--- src/sv/c8x_pkg.sv ---
`timescale 1ns / 1ps
// Shared types, constants and the instruction classifier for the CHIP-8 executor.
// No dependencies.
package c8x_pkg;

  localparam int unsigned MEM_BYTES   = 4096;
  localparam int unsigned MEM_AW      = 12;
  localparam int unsigned DEF_COLS    = 64;
  localparam int unsigned DEF_ROWS    = 32;
  localparam int unsigned DEF_STACK   = 16;
  localparam logic [11:0] PC_RESET    = 12'h200;
  localparam logic [15:0] FONT_BASE   = 16'h0050;

  localparam logic [2:0] FN_EXEC = 3'd0;
  localparam logic [2:0] FN_TICK = 3'd1;
  localparam logic [2:0] FN_MWR  = 3'd2;
  localparam logic [2:0] FN_MRD  = 3'd3;
  localparam logic [2:0] FN_SRD  = 3'd4;

  localparam logic [15:0] INS_CLS = 16'h00E0;
  localparam logic [15:0] INS_RET = 16'h00EE;

  localparam logic [3:0] OP_SYS  = 4'h0;
  localparam logic [3:0] OP_JP   = 4'h1;
  localparam logic [3:0] OP_CALL = 4'h2;
  localparam logic [3:0] OP_SEI  = 4'h3;
  localparam logic [3:0] OP_SNEI = 4'h4;
  localparam logic [3:0] OP_SER  = 4'h5;
  localparam logic [3:0] OP_LDK  = 4'h6;
  localparam logic [3:0] OP_ADDK = 4'h7;
  localparam logic [3:0] OP_ALU  = 4'h8;
  localparam logic [3:0] OP_SNER = 4'h9;
  localparam logic [3:0] OP_LDI  = 4'hA;
  localparam logic [3:0] OP_JPV  = 4'hB;
  localparam logic [3:0] OP_RND  = 4'hC;
  localparam logic [3:0] OP_DRW  = 4'hD;
  localparam logic [3:0] OP_KEYS = 4'hE;
  localparam logic [3:0] OP_MISC = 4'hF;

  localparam logic [7:0] SUB_SKP  = 8'h9E;
  localparam logic [7:0] SUB_SKNP = 8'hA1;
  localparam logic [7:0] SUB_GDT  = 8'h07;
  localparam logic [7:0] SUB_KEY  = 8'h0A;
  localparam logic [7:0] SUB_SDT  = 8'h15;
  localparam logic [7:0] SUB_SST  = 8'h18;
  localparam logic [7:0] SUB_ADDI = 8'h1E;
  localparam logic [7:0] SUB_FONT = 8'h29;
  localparam logic [7:0] SUB_BCD  = 8'h33;
  localparam logic [7:0] SUB_STR  = 8'h55;
  localparam logic [7:0] SUB_LDR  = 8'h65;

  localparam logic [3:0] ALU_LD   = 4'h0;
  localparam logic [3:0] ALU_OR   = 4'h1;
  localparam logic [3:0] ALU_AND  = 4'h2;
  localparam logic [3:0] ALU_XOR  = 4'h3;
  localparam logic [3:0] ALU_ADD  = 4'h4;
  localparam logic [3:0] ALU_SUB  = 4'h5;
  localparam logic [3:0] ALU_SHR  = 4'h6;
  localparam logic [3:0] ALU_SUBN = 4'h7;
  localparam logic [3:0] ALU_SHL  = 4'hE;

  typedef enum logic [4:0] {
    K_NOP, K_IGN, K_CLS, K_RET, K_JP, K_CALL, K_SEI, K_SNEI,
    K_SER, K_LDK, K_ADDK, K_ALU, K_SNER, K_LDI, K_JPV, K_RND,
    K_DRW, K_SKP, K_SKNP, K_GDT, K_KEY, K_SDT, K_SST, K_ADDI,
    K_FONT, K_BCD, K_STR, K_LDR, K_TICK, K_MWR, K_MRD, K_SRD
  } kind_e;

  typedef struct packed {
    kind_e       kind;
    logic        exec_op;
    logic [3:0]  x;
    logic [3:0]  y;
    logic [3:0]  n;
    logic [7:0]  kk;
    logic [11:0] nnn;
    logic [7:0]  rnd;
    logic [15:0] keys;
    logic        kev;
    logic [3:0]  kidx;
    logic [11:0] addr;
    logic [7:0]  wdata;
  } cmd_t;

  typedef struct packed {
    logic [11:0] pc;
    logic [15:0] index_reg;
    logic [63:0] read_data;
    logic        waiting;
    logic        sound_on;
    logic        collision;
  } res_t;

  function automatic kind_e classify(logic [2:0] func, logic [15:0] ins);
    kind_e k;
    k = K_NOP;
    unique case (func)
      FN_TICK: k = K_TICK;
      FN_MWR:  k = K_MWR;
      FN_MRD:  k = K_MRD;
      FN_SRD:  k = K_SRD;
      FN_EXEC: begin
        unique case (ins[15:12])
          OP_SYS:  k = (ins == INS_CLS) ? K_CLS : (ins == INS_RET) ? K_RET : K_NOP;
          OP_JP:   k = K_JP;
          OP_CALL: k = K_CALL;
          OP_SEI:  k = K_SEI;
          OP_SNEI: k = K_SNEI;
          OP_SER:  k = (ins[3:0] == 4'h0) ? K_SER : K_NOP;
          OP_LDK:  k = K_LDK;
          OP_ADDK: k = K_ADDK;
          OP_ALU:  k = (ins[3] == 1'b0 || ins[3:0] == ALU_SHL) ? K_ALU : K_NOP;
          OP_SNER: k = (ins[3:0] == 4'h0) ? K_SNER : K_NOP;
          OP_LDI:  k = K_LDI;
          OP_JPV:  k = K_JPV;
          OP_RND:  k = K_RND;
          OP_DRW:  k = K_DRW;
          OP_KEYS: k = (ins[7:0] == SUB_SKP) ? K_SKP :
                       (ins[7:0] == SUB_SKNP) ? K_SKNP : K_NOP;
          OP_MISC: begin
            unique case (ins[7:0])
              SUB_GDT:  k = K_GDT;
              SUB_KEY:  k = K_KEY;
              SUB_SDT:  k = K_SDT;
              SUB_SST:  k = K_SST;
              SUB_ADDI: k = K_ADDI;
              SUB_FONT: k = K_FONT;
              SUB_BCD:  k = K_BCD;
              SUB_STR:  k = K_STR;
              SUB_LDR:  k = K_LDR;
              default:  k = K_NOP;
            endcase
          end
          default: k = K_NOP;
        endcase
      end
      default: k = K_IGN;
    endcase
    return k;
  endfunction

endpackage

--- src/sv/c8x_front.sv ---
`timescale 1ns / 1ps
// Front end: takes input items, classifies them and holds them in a two-entry queue.
// Depends on c8x_pkg.
module c8x_front (
  input  logic          clk_i,
  input  logic          rst_ni,
  input  logic          push,
  output logic          full,
  input  logic [2:0]    func_i,
  input  logic [15:0]   instruction_i,
  input  logic [7:0]    random_byte_i,
  input  logic [15:0]   keys_down_i,
  input  logic          key_event_valid_i,
  input  logic [3:0]    key_event_index_i,
  input  logic [11:0]   address_i,
  input  logic [7:0]    write_data_i,
  output logic          cmd_valid_o,
  output c8x_pkg::cmd_t cmd_o,
  input  logic          cmd_ready_i
);
  import c8x_pkg::*;

  cmd_t       q_q [2];
  logic       wp_q, rp_q;
  logic [1:0] cnt_q;
  cmd_t       cmd_in;
  logic       wr, rd;

  always_comb begin
    cmd_in.kind    = classify(func_i, instruction_i);
    cmd_in.exec_op = (func_i == FN_EXEC);
    cmd_in.x       = instruction_i[11:8];
    cmd_in.y       = instruction_i[7:4];
    cmd_in.n       = instruction_i[3:0];
    cmd_in.kk      = instruction_i[7:0];
    cmd_in.nnn     = instruction_i[11:0];
    cmd_in.rnd     = random_byte_i;
    cmd_in.keys    = keys_down_i;
    cmd_in.kev     = key_event_valid_i;
    cmd_in.kidx    = key_event_index_i;
    cmd_in.addr    = address_i;
    cmd_in.wdata   = write_data_i;
  end

  assign full        = (cnt_q == 2'd2);
  assign cmd_valid_o = (cnt_q != 2'd0);
  assign cmd_o       = q_q[rp_q];
  assign wr          = push && !full;
  assign rd          = cmd_valid_o && cmd_ready_i;

  always_ff @(posedge clk_i) begin
    if (wr) begin
      q_q[wp_q] <= cmd_in;
    end
  end

  always_ff @(posedge clk_i or negedge rst_ni) begin
    if (!rst_ni) begin
      wp_q  <= 1'b0;
      rp_q  <= 1'b0;
      cnt_q <= 2'd0;
    end else begin
      if (wr) wp_q <= ~wp_q;
      if (rd) rp_q <= ~rp_q;
      cnt_q <= cnt_q + {1'b0, wr} - {1'b0, rd};
    end
  end

endmodule

--- config.mk ---
export PLATFORM = sky130hd
export DESIGN_NAME = c8x_front
export DESIGN_NICKNAME = d
export VERILOG_FILES = /design/src/sv/c8x_pkg.sv /design/src/sv/c8x_front.sv
export SDC_FILE = /design/constraint.sdc
export NUM_CORES = 1
export LEC_CHECK = 0
export BUFFER_PORTS_ARGS = -buffer_cell sky130_fd_sc_hd__buf_2
export CORE_UTILIZATION = 56
export DETAILED_ROUTE_END_ITERATION = 7
export PLACE_DENSITY = 0.92
export SKIP_CTS_REPAIR_TIMING = 1
export SLEW_MARGIN = 20
export SYNTH_ARGS = -nofsm -noshare
export SYNTH_HDL_FRONTEND = slang
export SYNTH_SLANG_ARGS = --single-unit
--- constraint.sdc ---
create_clock -name clk_i -period 11.1 [get_ports clk_i]
set_input_delay 1.665 -clock clk_i [delete_from_list [all_inputs] [get_ports clk_i]]
set_output_delay 1.665 -clock clk_i [all_outputs]
set_load 0.01 [all_outputs]
**Word-level counts from Yosys, hierarchy flattened**

Memory sizes are Yosys's and may differ from the RTL's.
Cells that the tools add are included.

- Bits in registers: 4
- Bits in writable memories: 174
- Bits of input ports: 72
- Output and inout bits: 89
- Logic and storage cells: 63
- Memories kept: 1

Memories:

| name | words | bits a word | read ports | clocked after Yosys merged registers in | wr ports | RTL line | RTL |
|---|---|---|---|---|---|---|---|
| q_q | 2 | 87 | 1 | 0 | 1 | c8x_front.sv:23 | `cmd_t q_q [2];` |

- Add/sub/neg operators: 2
- Equality and inequality tests: 34
- Muxes and demuxes: 12
- Bitwise logic cells: 3
- Reductions and logical operators: 8

Operators by type and width:

| operator | number |
|---|---|
| 5-bit case mux with 16 select lines | 1 |
| 5-bit case mux with 9 select lines | 1 |
| 4-bit equality test, second input constant | 9 |
| 16-bit by 8-bit equality test with 1-bit output, second input constant | 2 |
| 5-bit case mux with 5 select lines | 1 |
| 8-bit by 5-bit equality test with 1-bit output, second input constant | 3 |
| 4-bit by 3-bit equality test with 1-bit output, second input constant | 4 |
| 8-bit by 6-bit equality test with 1-bit output, second input constant | 2 |
| 8-bit by 7-bit equality test with 1-bit output, second input constant | 2 |
| 8-bit equality test, second input constant | 2 |
| 4-bit 2-to-1 mux | 3 |
| 5-bit 2-to-1 mux | 2 |
| 4-bit by 2-bit equality test with 1-bit output, second input constant | 2 |
| 8-bit by 3-bit equality test with 1-bit output, second input constant | 1 |
| 8-bit by 4-bit equality test with 1-bit output, second input constant | 1 |
| 4-bit logical NOT | 2 |
| 3-bit by 2-bit equality test with 1-bit output, second input constant | 2 |
| 4-bit by 1-bit equality test with 1-bit output, second input constant | 1 |
| 2-bit 2-to-1 mux | 2 |
| 3-bit by 1-bit equality test with 1-bit output, second input constant | 1 |
| 3-bit equality test, second input constant | 1 |
| 3-bit logical NOT | 1 |
| 1-bit NOT | 3 |
| 2-bit by 1-bit adder with 2-bit output | 1 |
| other kinds (7) | 9 |

**Longest topological paths before layout**

Gate-level depths: netlist of the first run.

- Word-level depth: 5
- Mapped depth: 7
- Gate-level depth less buffers: 7

**Worst setup path before layout of the first run**

No wires, ideal clock.

- Path type: input-to-reg
- Start point: in push
- End point: mem q_q[0][0] in the netlist's numbering (enable)
- Setup time: 0.492 ns
- Arrival time: 4.559 ns
- Required time: 10.608 ns
- Setup slack: 6.049 ns
- Stages on the path: 2
- Path buffers: 0
- Cells stage by stage: nand2_1 nor2_1

- Word-level cells in the longest chain between the ends: 3

Ends and longest elaborated chain:

| what | RTL line | RTL |
|---|---|---|
| from (decl) | c8x_front.sv:7 | `input logic push,` |
| 1-bit logical AND | c8x_front.sv:48 | `assign wr = push && !full;` |
| 1-bit 2-to-1 mux | c8x_front.sv:52 | `if (wr) begin` |
| 1-bit 2-to-1 mux (implied by the code) | c8x_front.sv:53 | `q_q[wp_q] <= cmd_in;` |
| to (decl) | c8x_front.sv:23 |  |

No other way between the ends.

==> results of run 1 <==
-- placed cells by master, fill, tap and decap left out, types with 4 or more instances in the layout --
cell | Yosys | final
sky130_fd_sc_hd__buf_2 | 6 | 160
sky130_fd_sc_hd__nand2_1 | 13 | 13
sky130_fd_sc_hd__mux2_2 | 67 | 67
sky130_fd_sc_hd__inv_1 | 4 | 4
sky130_fd_sc_hd__nor2_1 | 9 | 8
sky130_fd_sc_hd__nor3_1 | 5 | 5
sky130_fd_sc_hd__clkbuf_16 | 0 | 16
sky130_fd_sc_hd__o21ai_0 | 5 | 5
sky130_fd_sc_hd__xnor2_1 | 4 | 4
sky130_fd_sc_hd__nor2b_1 | 6 | 6
sky130_fd_sc_hd__edfxtp_1 | 134 | 134
sky130_fd_sc_hd__a21oi_1 | 10 | 10
sky130_fd_sc_hd__bufinv_16 | 0 | 4
sky130_fd_sc_hd__nand3_1 | 6 | 6
-- worst max-delay path, delay by kind of cell, from the launching register on --
kind	cells	cell delay, ps
muxes	1	430
buffers and inverters	2	810
DFF	1	570
-- per-layer routing --
metal / share of wire [%] / wire length [µm]
met1: 40 / 4530
met4: 2.4 / 267
met3: 7.1 / 809
met5: 0 / 0
met2: 51 / 5740
-- cell families after synthesis --
logic type / share of synthesized area, %
XOR/XNOR: 0.900
AO/OA/AOI/OAI: 4.13
buffers and inverters: 4.31
AND/OR/NAND/NOR: 6.71
multiplexers: 12.9
adder cells (fa/ha/maj): 0.428
flip-flops: 70.6
-- stage by stage --
stage	utilization (%)	total power (W)	hold WS, ps
floorplan	-	0.00115	460
global placement	66.3	0.00130	475
detailed placement	66.3	0.00131	501
CTS	72.3	0.00188	513
global route	72.3	0.00195	537
finish	72.3	0.00186	512
-- path summary, 6_finish.rpt --
| check | startpoint | end | slack, ps |
|---|---|---|---|
| worst max register to register | cnt_q[1] | q_q[0][30] | 8890 |
| worst min register to register | cnt_q[1] | cnt_q[1] | 510 |
| worst max-delay path | rp_q | cmd_o[55] | 7120 |
| max in group asynchronous | rst_ni | rp_q | 10000 |
| worst min-delay path | cnt_q[1] | cnt_q[1] | 510 |
| min in group asynchronous | rst_ni | cnt_q[1] | 960 |
-- power groups by stage --
stage	registers (W)	logic, W	clock network [W]
after global placement	0.000756	0.000540	0
after CTS	0.000755	0.000556	0.000571
after floorplan	0.000751	0.000397	0
after global routing	0.000764	0.000590	0.000593
final	0.000755	0.000547	0.000560
after detailed placement	0.000765	0.000550	0
-- cell type report --
type                    instances  area [µm²]
inverters                       4        15.0
repair buffers                163         823
flip-flops and latches        138        4130
clock buffers                  18         418
multi-input cells             173        1470
well taps                     133         166
fillers                       656        2760
clock inverters                12         174
-- registers in the layout, indices dropped and copies added, names as in the netlist --
register,flops
q_q,134
wp_q,1
rp_q,1
cnt_q,2
==> impl_summary.md, run 1 <==
Run status
The run finished with clean final reports.

Run
Across the run, the number of max-cap violations was 0.

Power and ir drop
The cell area power density is 259 mW/mm². The clock network burns 30.1% of the power. The switching fraction of total power is 29.0%. Per report_power, the sequential group accounts for 40.5% of the total. The switching power of the nets is 0.000540 W.

The standby leakage power is 2.74 nW. Across the VDD grid, the largest voltage drop is 122 µV. The cell-internal power is 0.00132 W. The relative contribution of combinational cells to total power is 29.4%.

Placed design
Summing all placed instances gives a cell area of 0.00660 mm². The congestion estimate from routability-driven global placement came to 0.929. The detailed-placement wirelength estimate is 7560 µm.

In this run the tool buffered the top-level ports with 160 buffer cells. The number of placed instances, taps included, is 611. At the placement stage, the worst setup path has a slack of 7620 ps.

Finish
Cells with a size suffix above 1 make up 52.8% of the layout. The final antenna diode count is 0. The finished layout holds 641 standard cells, fillers aside.

The area of all placed cells without fillers is 0.00720 mm². The area growth from synthesis to layout is 23.2%. The net count of the finished layout is 571.

Global routing
In the global route stage, overall resource usage came out at 21.5%. Global routing consumed, on the met2 layer, 35.6% of the routing resources. The met3 track demand over resource is 5.76%. The largest net degree at the start of global routing is 56. The met1 track utilization from global routing is 25.9%. The first-pass GRT wire length is 17400 µm. The total overflow left after global routing is 0.

The number of antenna violations at the first check in global routing is 0. In this run the most used layer during global routing was met2. The number of global-route vias before repair was 3448.

STA
The slack of the critical path is 7120 ps. Setup repair after global routing left no endpoint under its margin. The number of pins with negative max-slew slack in the final report is 0. After routing, the total negative slack on setup checks comes to 0 ps. Setup violations remaining at the end of the flow were counted as 0. On the final layout, the worst clock skew is 7.34 ps.

The hold violation total from the final report is 0. The maximum frequency from static timing analysis is 251 MHz. The clock period minus worst slack is 3980 ps.

The slew at the pin closest to its max-slew limit is 708 ps. The headroom to the max-slew limit is 52.8%. The final clock period utilization by the worst path is 35.9%.

Hold path
Along the worst hold path, the cell count comes to 1. The worst hold path class is flip-flop to flip-flop.

Yosys
The netlist uses 50 different library cells. The fraction of post-synthesis cell area in the top cell type by area is 68.9%. Counting every net in the synthesized netlist gives 424. The synthesized flop and latch total is 138. Of all flip-flops after synthesis, the portion carrying an async set or reset was 2.90%. The cell count after synthesis came out at 350. The top cell type by total area after synthesis is sky130_fd_sc_hd__edfxtp_1. The synthesized netlist occupies a cell area of 0.00584 mm².

The flip-flop cell with the highest count after synthesis is sky130_fd_sc_hd__edfxtp_1. By instance count, the leading cell after synthesis is sky130_fd_sc_hd__edfxtp_1. The synthesized design contains 134 enable-type register cells. The fraction of the yosys area taken by sequential cells is 70.6%. In the post-synthesis netlist, the biggest area contributors are sky130_fd_sc_hd__edfxtp_1, sky130_fd_sc_hd__mux2_2, sky130_fd_sc_hd__buf_4. Yosys printed 0 warnings.

The synthesized area divided by synthesized cell count is 16.7 µm². By count the netlist is led by sky130_fd_sc_hd__edfxtp_1, sky130_fd_sc_hd__mux2_2, sky130_fd_sc_hd__buf_4.

Clock tree
The maximum clock insertion buffer count is 2. Clock latency on the worst-skew pair, taken at its later pin, is 510 ps. The H-tree was split into 4 levels.

The clock tree from TritonCTS is built. Clock tree synthesis found a total of 138 sinks. The clock slew seen by the registers of the worst setup and hold paths is 60 ps.

The CTS buffer count is 17. The buffer type at the clock tree root is sky130_fd_sc_hd__clkbuf_8.

Routing
The number of iterations in the first detailed-routing pass is 5. The wire length reported by the detailed router is 11400 µm. The detailed router finished its first iteration with 177 violations. The average wire length per cell after detail routing is 17.7 µm. In the routed layout, each cell is associated on average with a via count of 5.55.

The number of nets still failing antenna checks after routing is 0. For this run, design rule violations remaining after detail routing come to 0. The detailed-route via count is 3559.

Setup path
The critical path is of the flip-flop to output port type. The number of cell instances on the worst register-to-register path is 4. The data required time of the worst path is 9440 ps. The longest individual stage delay on the worst path is 650 ps.

STA classifies the critical path startpoint as a flip-flop. The signal on the critical path passes through buf_4 -> mux2_2 -> buf_2. The worst setup path is captured at an output port.

The data arrival at the endpoint of the critical path is 2320 ps. The worst-path cell with the longest stage delay is sky130_fd_sc_hd__buf_4. Along the worst path, the maximum fanout reaches 55.

Floorplanning
The die is 104 µm wide. The floorplan step defined a die boundary enclosing 0.0108 mm². For this configuration, the core starts out at a cell density of 58.7%. The number of placement rows is 36. The die extent in y is 104 µm. In this run the standard cell core region covers 0.00995 mm². The number of placed I/O pins is 161.
Note: power is estimated with default switching activity, not from simulation.
==> run 2: changes to the inputs <==
- CORE_UTILIZATION: 56 -> 47
- PLACE_DENSITY: 0.92 -> 0.83
- clock period: 11.1 -> 3.2 ns (I/O delays scaled with it)
==> impl_summary.md, run 2 (synthesis results as in run 1) <==
Global routing
The number of antenna violations at the first check in global routing was 0 (unchanged). The layer carrying the most global-route usage is met2. The first-pass GRT wire length was 16600 µm (-4.7%). The met1 track utilization from global routing is 20.0% (-5.9 points). The largest net degree at the start of global routing is 38 (-32%).

The aggregate global routing overflow is 0 (unchanged). The global-route usage over all layers is 17.3% (-4.2 points). The global-route met2 utilization is 30.0% (-5.7 points).

The met3 track demand over resource came to 5.84% (+0.080 points). The number of global-route vias before repair is 3413 (-1.0%).

Setup path
The worst setup path is captured at an output port. The data arrival at the endpoint of the critical path is 1890 ps (-430 ps). STA classifies the critical path startpoint as a flip-flop. The largest fanout of any net on the critical path was 37 (-33%). The critical path is of the flip-flop to output port type. The critical path launch point is rp_q. The data required time of the worst path is 2720 ps (-6720 ps). The startpoint identified for the worst register-to-register timing path is cnt_q[1].

Hold path
In this run the most critical hold path is launched from keys_down_i[13]. The worst hold path class is primary input to flip-flop.

Finish
From synthesis to final layout, the design area changed by 26.0%. The fill cell instance count of the final layout is 910 (+39%). The fraction of final layout cells with drive strength greater than 1 is 52.7% (about the same). The net count of the finished layout is 575 (+0.70%). The area of all placed cells without fillers is 0.00736 mm² (+2.3%).

Leaving out fill and tap cells, the most frequent cell in the layout is sky130_fd_sc_hd__buf_2. Ranked by flip-flop count, first place goes to q_q. The top cell types in the final layout, fill and taps aside, are sky130_fd_sc_hd__buf_2, sky130_fd_sc_hd__edfxtp_1, sky130_fd_sc_hd__mux2_2. The area of the multi-input gates was 0.00147 mm² (unchanged). The number of flip-flops under the largest register name came to 134 (unchanged). The final antenna diode count is 0 (unchanged). The area occupied by registers is 0.00413 mm² (unchanged). The largest registers in the layout are q_q (134), cnt_q (2). The non-filler instance count after layout is 682 (+6.4%).

STA
The total negative slack is 0 ps (unchanged). The count of final setup violators is 0 (unchanged). Setup repair after global routing left no endpoint under its margin. The maximum clock skew at final layout is 6.26 ps (-1.09 ps). The headroom to the max-slew limit is 67.6% (+15 points).

The number of pins with negative max-slew slack in the final report is 0 (unchanged). The slew at the pin closest to its max-slew limit is 486 ps (-222 ps). The hold violation total from the final report is 0 (unchanged). The smallest clock period supported by the final layout is computed as 2370 ps.

The final clock period utilization by the worst path is 73.9%. Derived from the worst setup path, the maximum achievable clock frequency is 423 MHz.

Placed design
The number of port buffers is 160 (unchanged). The detailed-placement wirelength estimate is 7650 µm (+1.1%). The routability congestion estimate is 0.980 (+5.5%).

The post-placement cell count is 649 (+6.2%). The post-detailed-placement cell area is 0.00667 mm² (+1.0%).

Floorplanning
The placeable core region was 0.0121 mm² (+21%). The number of placed I/O pins was 161 (unchanged). The die outline area is 0.0129 mm² (+19%). The initial standard-cell utilization of the core came to 48.4% (-10 points). The die extent in y came to 113 µm (+9.0%).

The number of placement rows came to 40 (+11%). The die extent in x is 113 µm (+9.0%).

Clock tree
The CTS buffer count is 17 (unchanged). The clock sink count came to 138 (unchanged). The later-pin clock latency in the skew report is 400 ps (-110 ps). The number of levels the H-tree was split into came to 4 (unchanged). In this run the clock root is driven by a sky130_fd_sc_hd__clkbuf_16.

The maximum clock insertion buffer count came to 2 (unchanged). The clock tree from TritonCTS is built. The clock slew seen by the registers of the worst setup and hold paths is 60 ps (about the same).

Routing
The detailed-route via count was 3540 (-0.53%). The average wire length per cell after detail routing is 16.3 µm (-8.0%). The wire length reported by the detailed router is 11100 µm (-2.1%).

The number of nets still failing antenna checks after routing was 0 (unchanged). The number of iterations in the first detailed-routing pass came to 5 (unchanged). The per-cell via count in the routed design came to 5.19 (-6.5%).

The first-iteration detailed-routing DRC count is 189 (+6.8%). The post-detailed-route DRC marker count came to 0 (unchanged).

Power and ir drop
The sum of internal, switching and leakage power is 0.00674 W (+260%). The clock share of power is 32.9% (+2.8 points). The cell area power density is 916 mW/mm² (+250%). The relative contribution of combinational cells to total power is 28.8% (-0.6 points). The register share of total power is 38.4% (-2.1 points).

The switching fraction of total power is 27.6% (-1.4 points). The standby leakage power came to 2.80 nW (+2.4%). The cell-internal power is 0.00488 W (+270%). The largest voltage drop on the vdd net is 323 µV (+160%). The switching power of the nets is 0.00186 W (+240%).

Run status
The run finished with clean final reports.

Run
The reported max-cap violation count is 0 (unchanged).
run 2: changes by cell type in the layout (fill, tap and decap cells not counted), moves of 2 or more:
cell | previous run | this run
sky130_fd_sc_hd__bufinv_16 | 4 | 7
sky130_fd_sc_hd__inv_6 | 2 | 0
sky130_fd_sc_hd__buf_4 | 3 | 6
sky130_fd_sc_hd__clkinv_4 | 0 | 2
sky130_fd_sc_hd__clkinvlp_4 | 3 | 1
run 2: cell type report:
| class | count | share of cell area (%) |
|---|---|---|
| clock buffer | 19 | 5.88 |
| clock inverter | 13 | 3.37 |
| inverter | 4 | 0.204 |
| multi-input combinational | 173 | 20.0 |
| sequential | 138 | 56.0 |
| tap | 168 | 2.86 |
| timing repair buffer | 167 | 11.6 |
run 2: stage by stage:
step	utilization [%]	hold slack [ps]	setup slack [ps]
2_1_floorplan	-	184	440
3_3_place_gp	55.3	287	1190
3_5_place_dp	55.3	290	1210
4_1_cts	60.9	-142	794
5_1_grt	61.0	245	736
6_report	61.0	266	835
run 2: power by group through the flow:
| stage | registers, W | logic, W | clock network, W |
|---|---|---|---|
| 3_3_place_gp | 0.00260 | 0.00193 | 0 |
| 3_5_place_dp | 0.00263 | 0.00196 | 0 |
| 4_1_cts | 0.00259 | 0.00197 | 0.00225 |
| 5_1_grt | 0.00263 | 0.00210 | 0.00233 |
| 2_1_floorplan | 0.00259 | 0.00138 | 0 |
| 6_report | 0.00259 | 0.00194 | 0.00222 |
run 2: layer usage:
layer	wire [µm]	vias up	part of all wire (%)
met5	0	-	0
met4	131	0	1.2
met1	4470	1707	40
met3	891	14	8.0
met2	5620	179	51
li1	-	1640	-
run 2: path summary, 6_finish.rpt:
kind	slack (ps)	to	depth (start not counted)
setup / recovery	830	cmd_o[22]	3
hold / removal	270	q_q[0][38]	1
setup reg to reg	1410	cnt_q[1]	7
hold reg to reg	500	cnt_q[1]	1
max in group asynchronous	2660	rp_q	2
min in group asynchronous	410	cnt_q[0]	2
run 2: worst max-delay path: stages, from the launching register on:
cell,delay (ps)
sky130_fd_sc_hd__dfrtp_2,460
sky130_fd_sc_hd__buf_4,450
sky130_fd_sc_hd__mux2_2,420
sky130_fd_sc_hd__buf_2,150
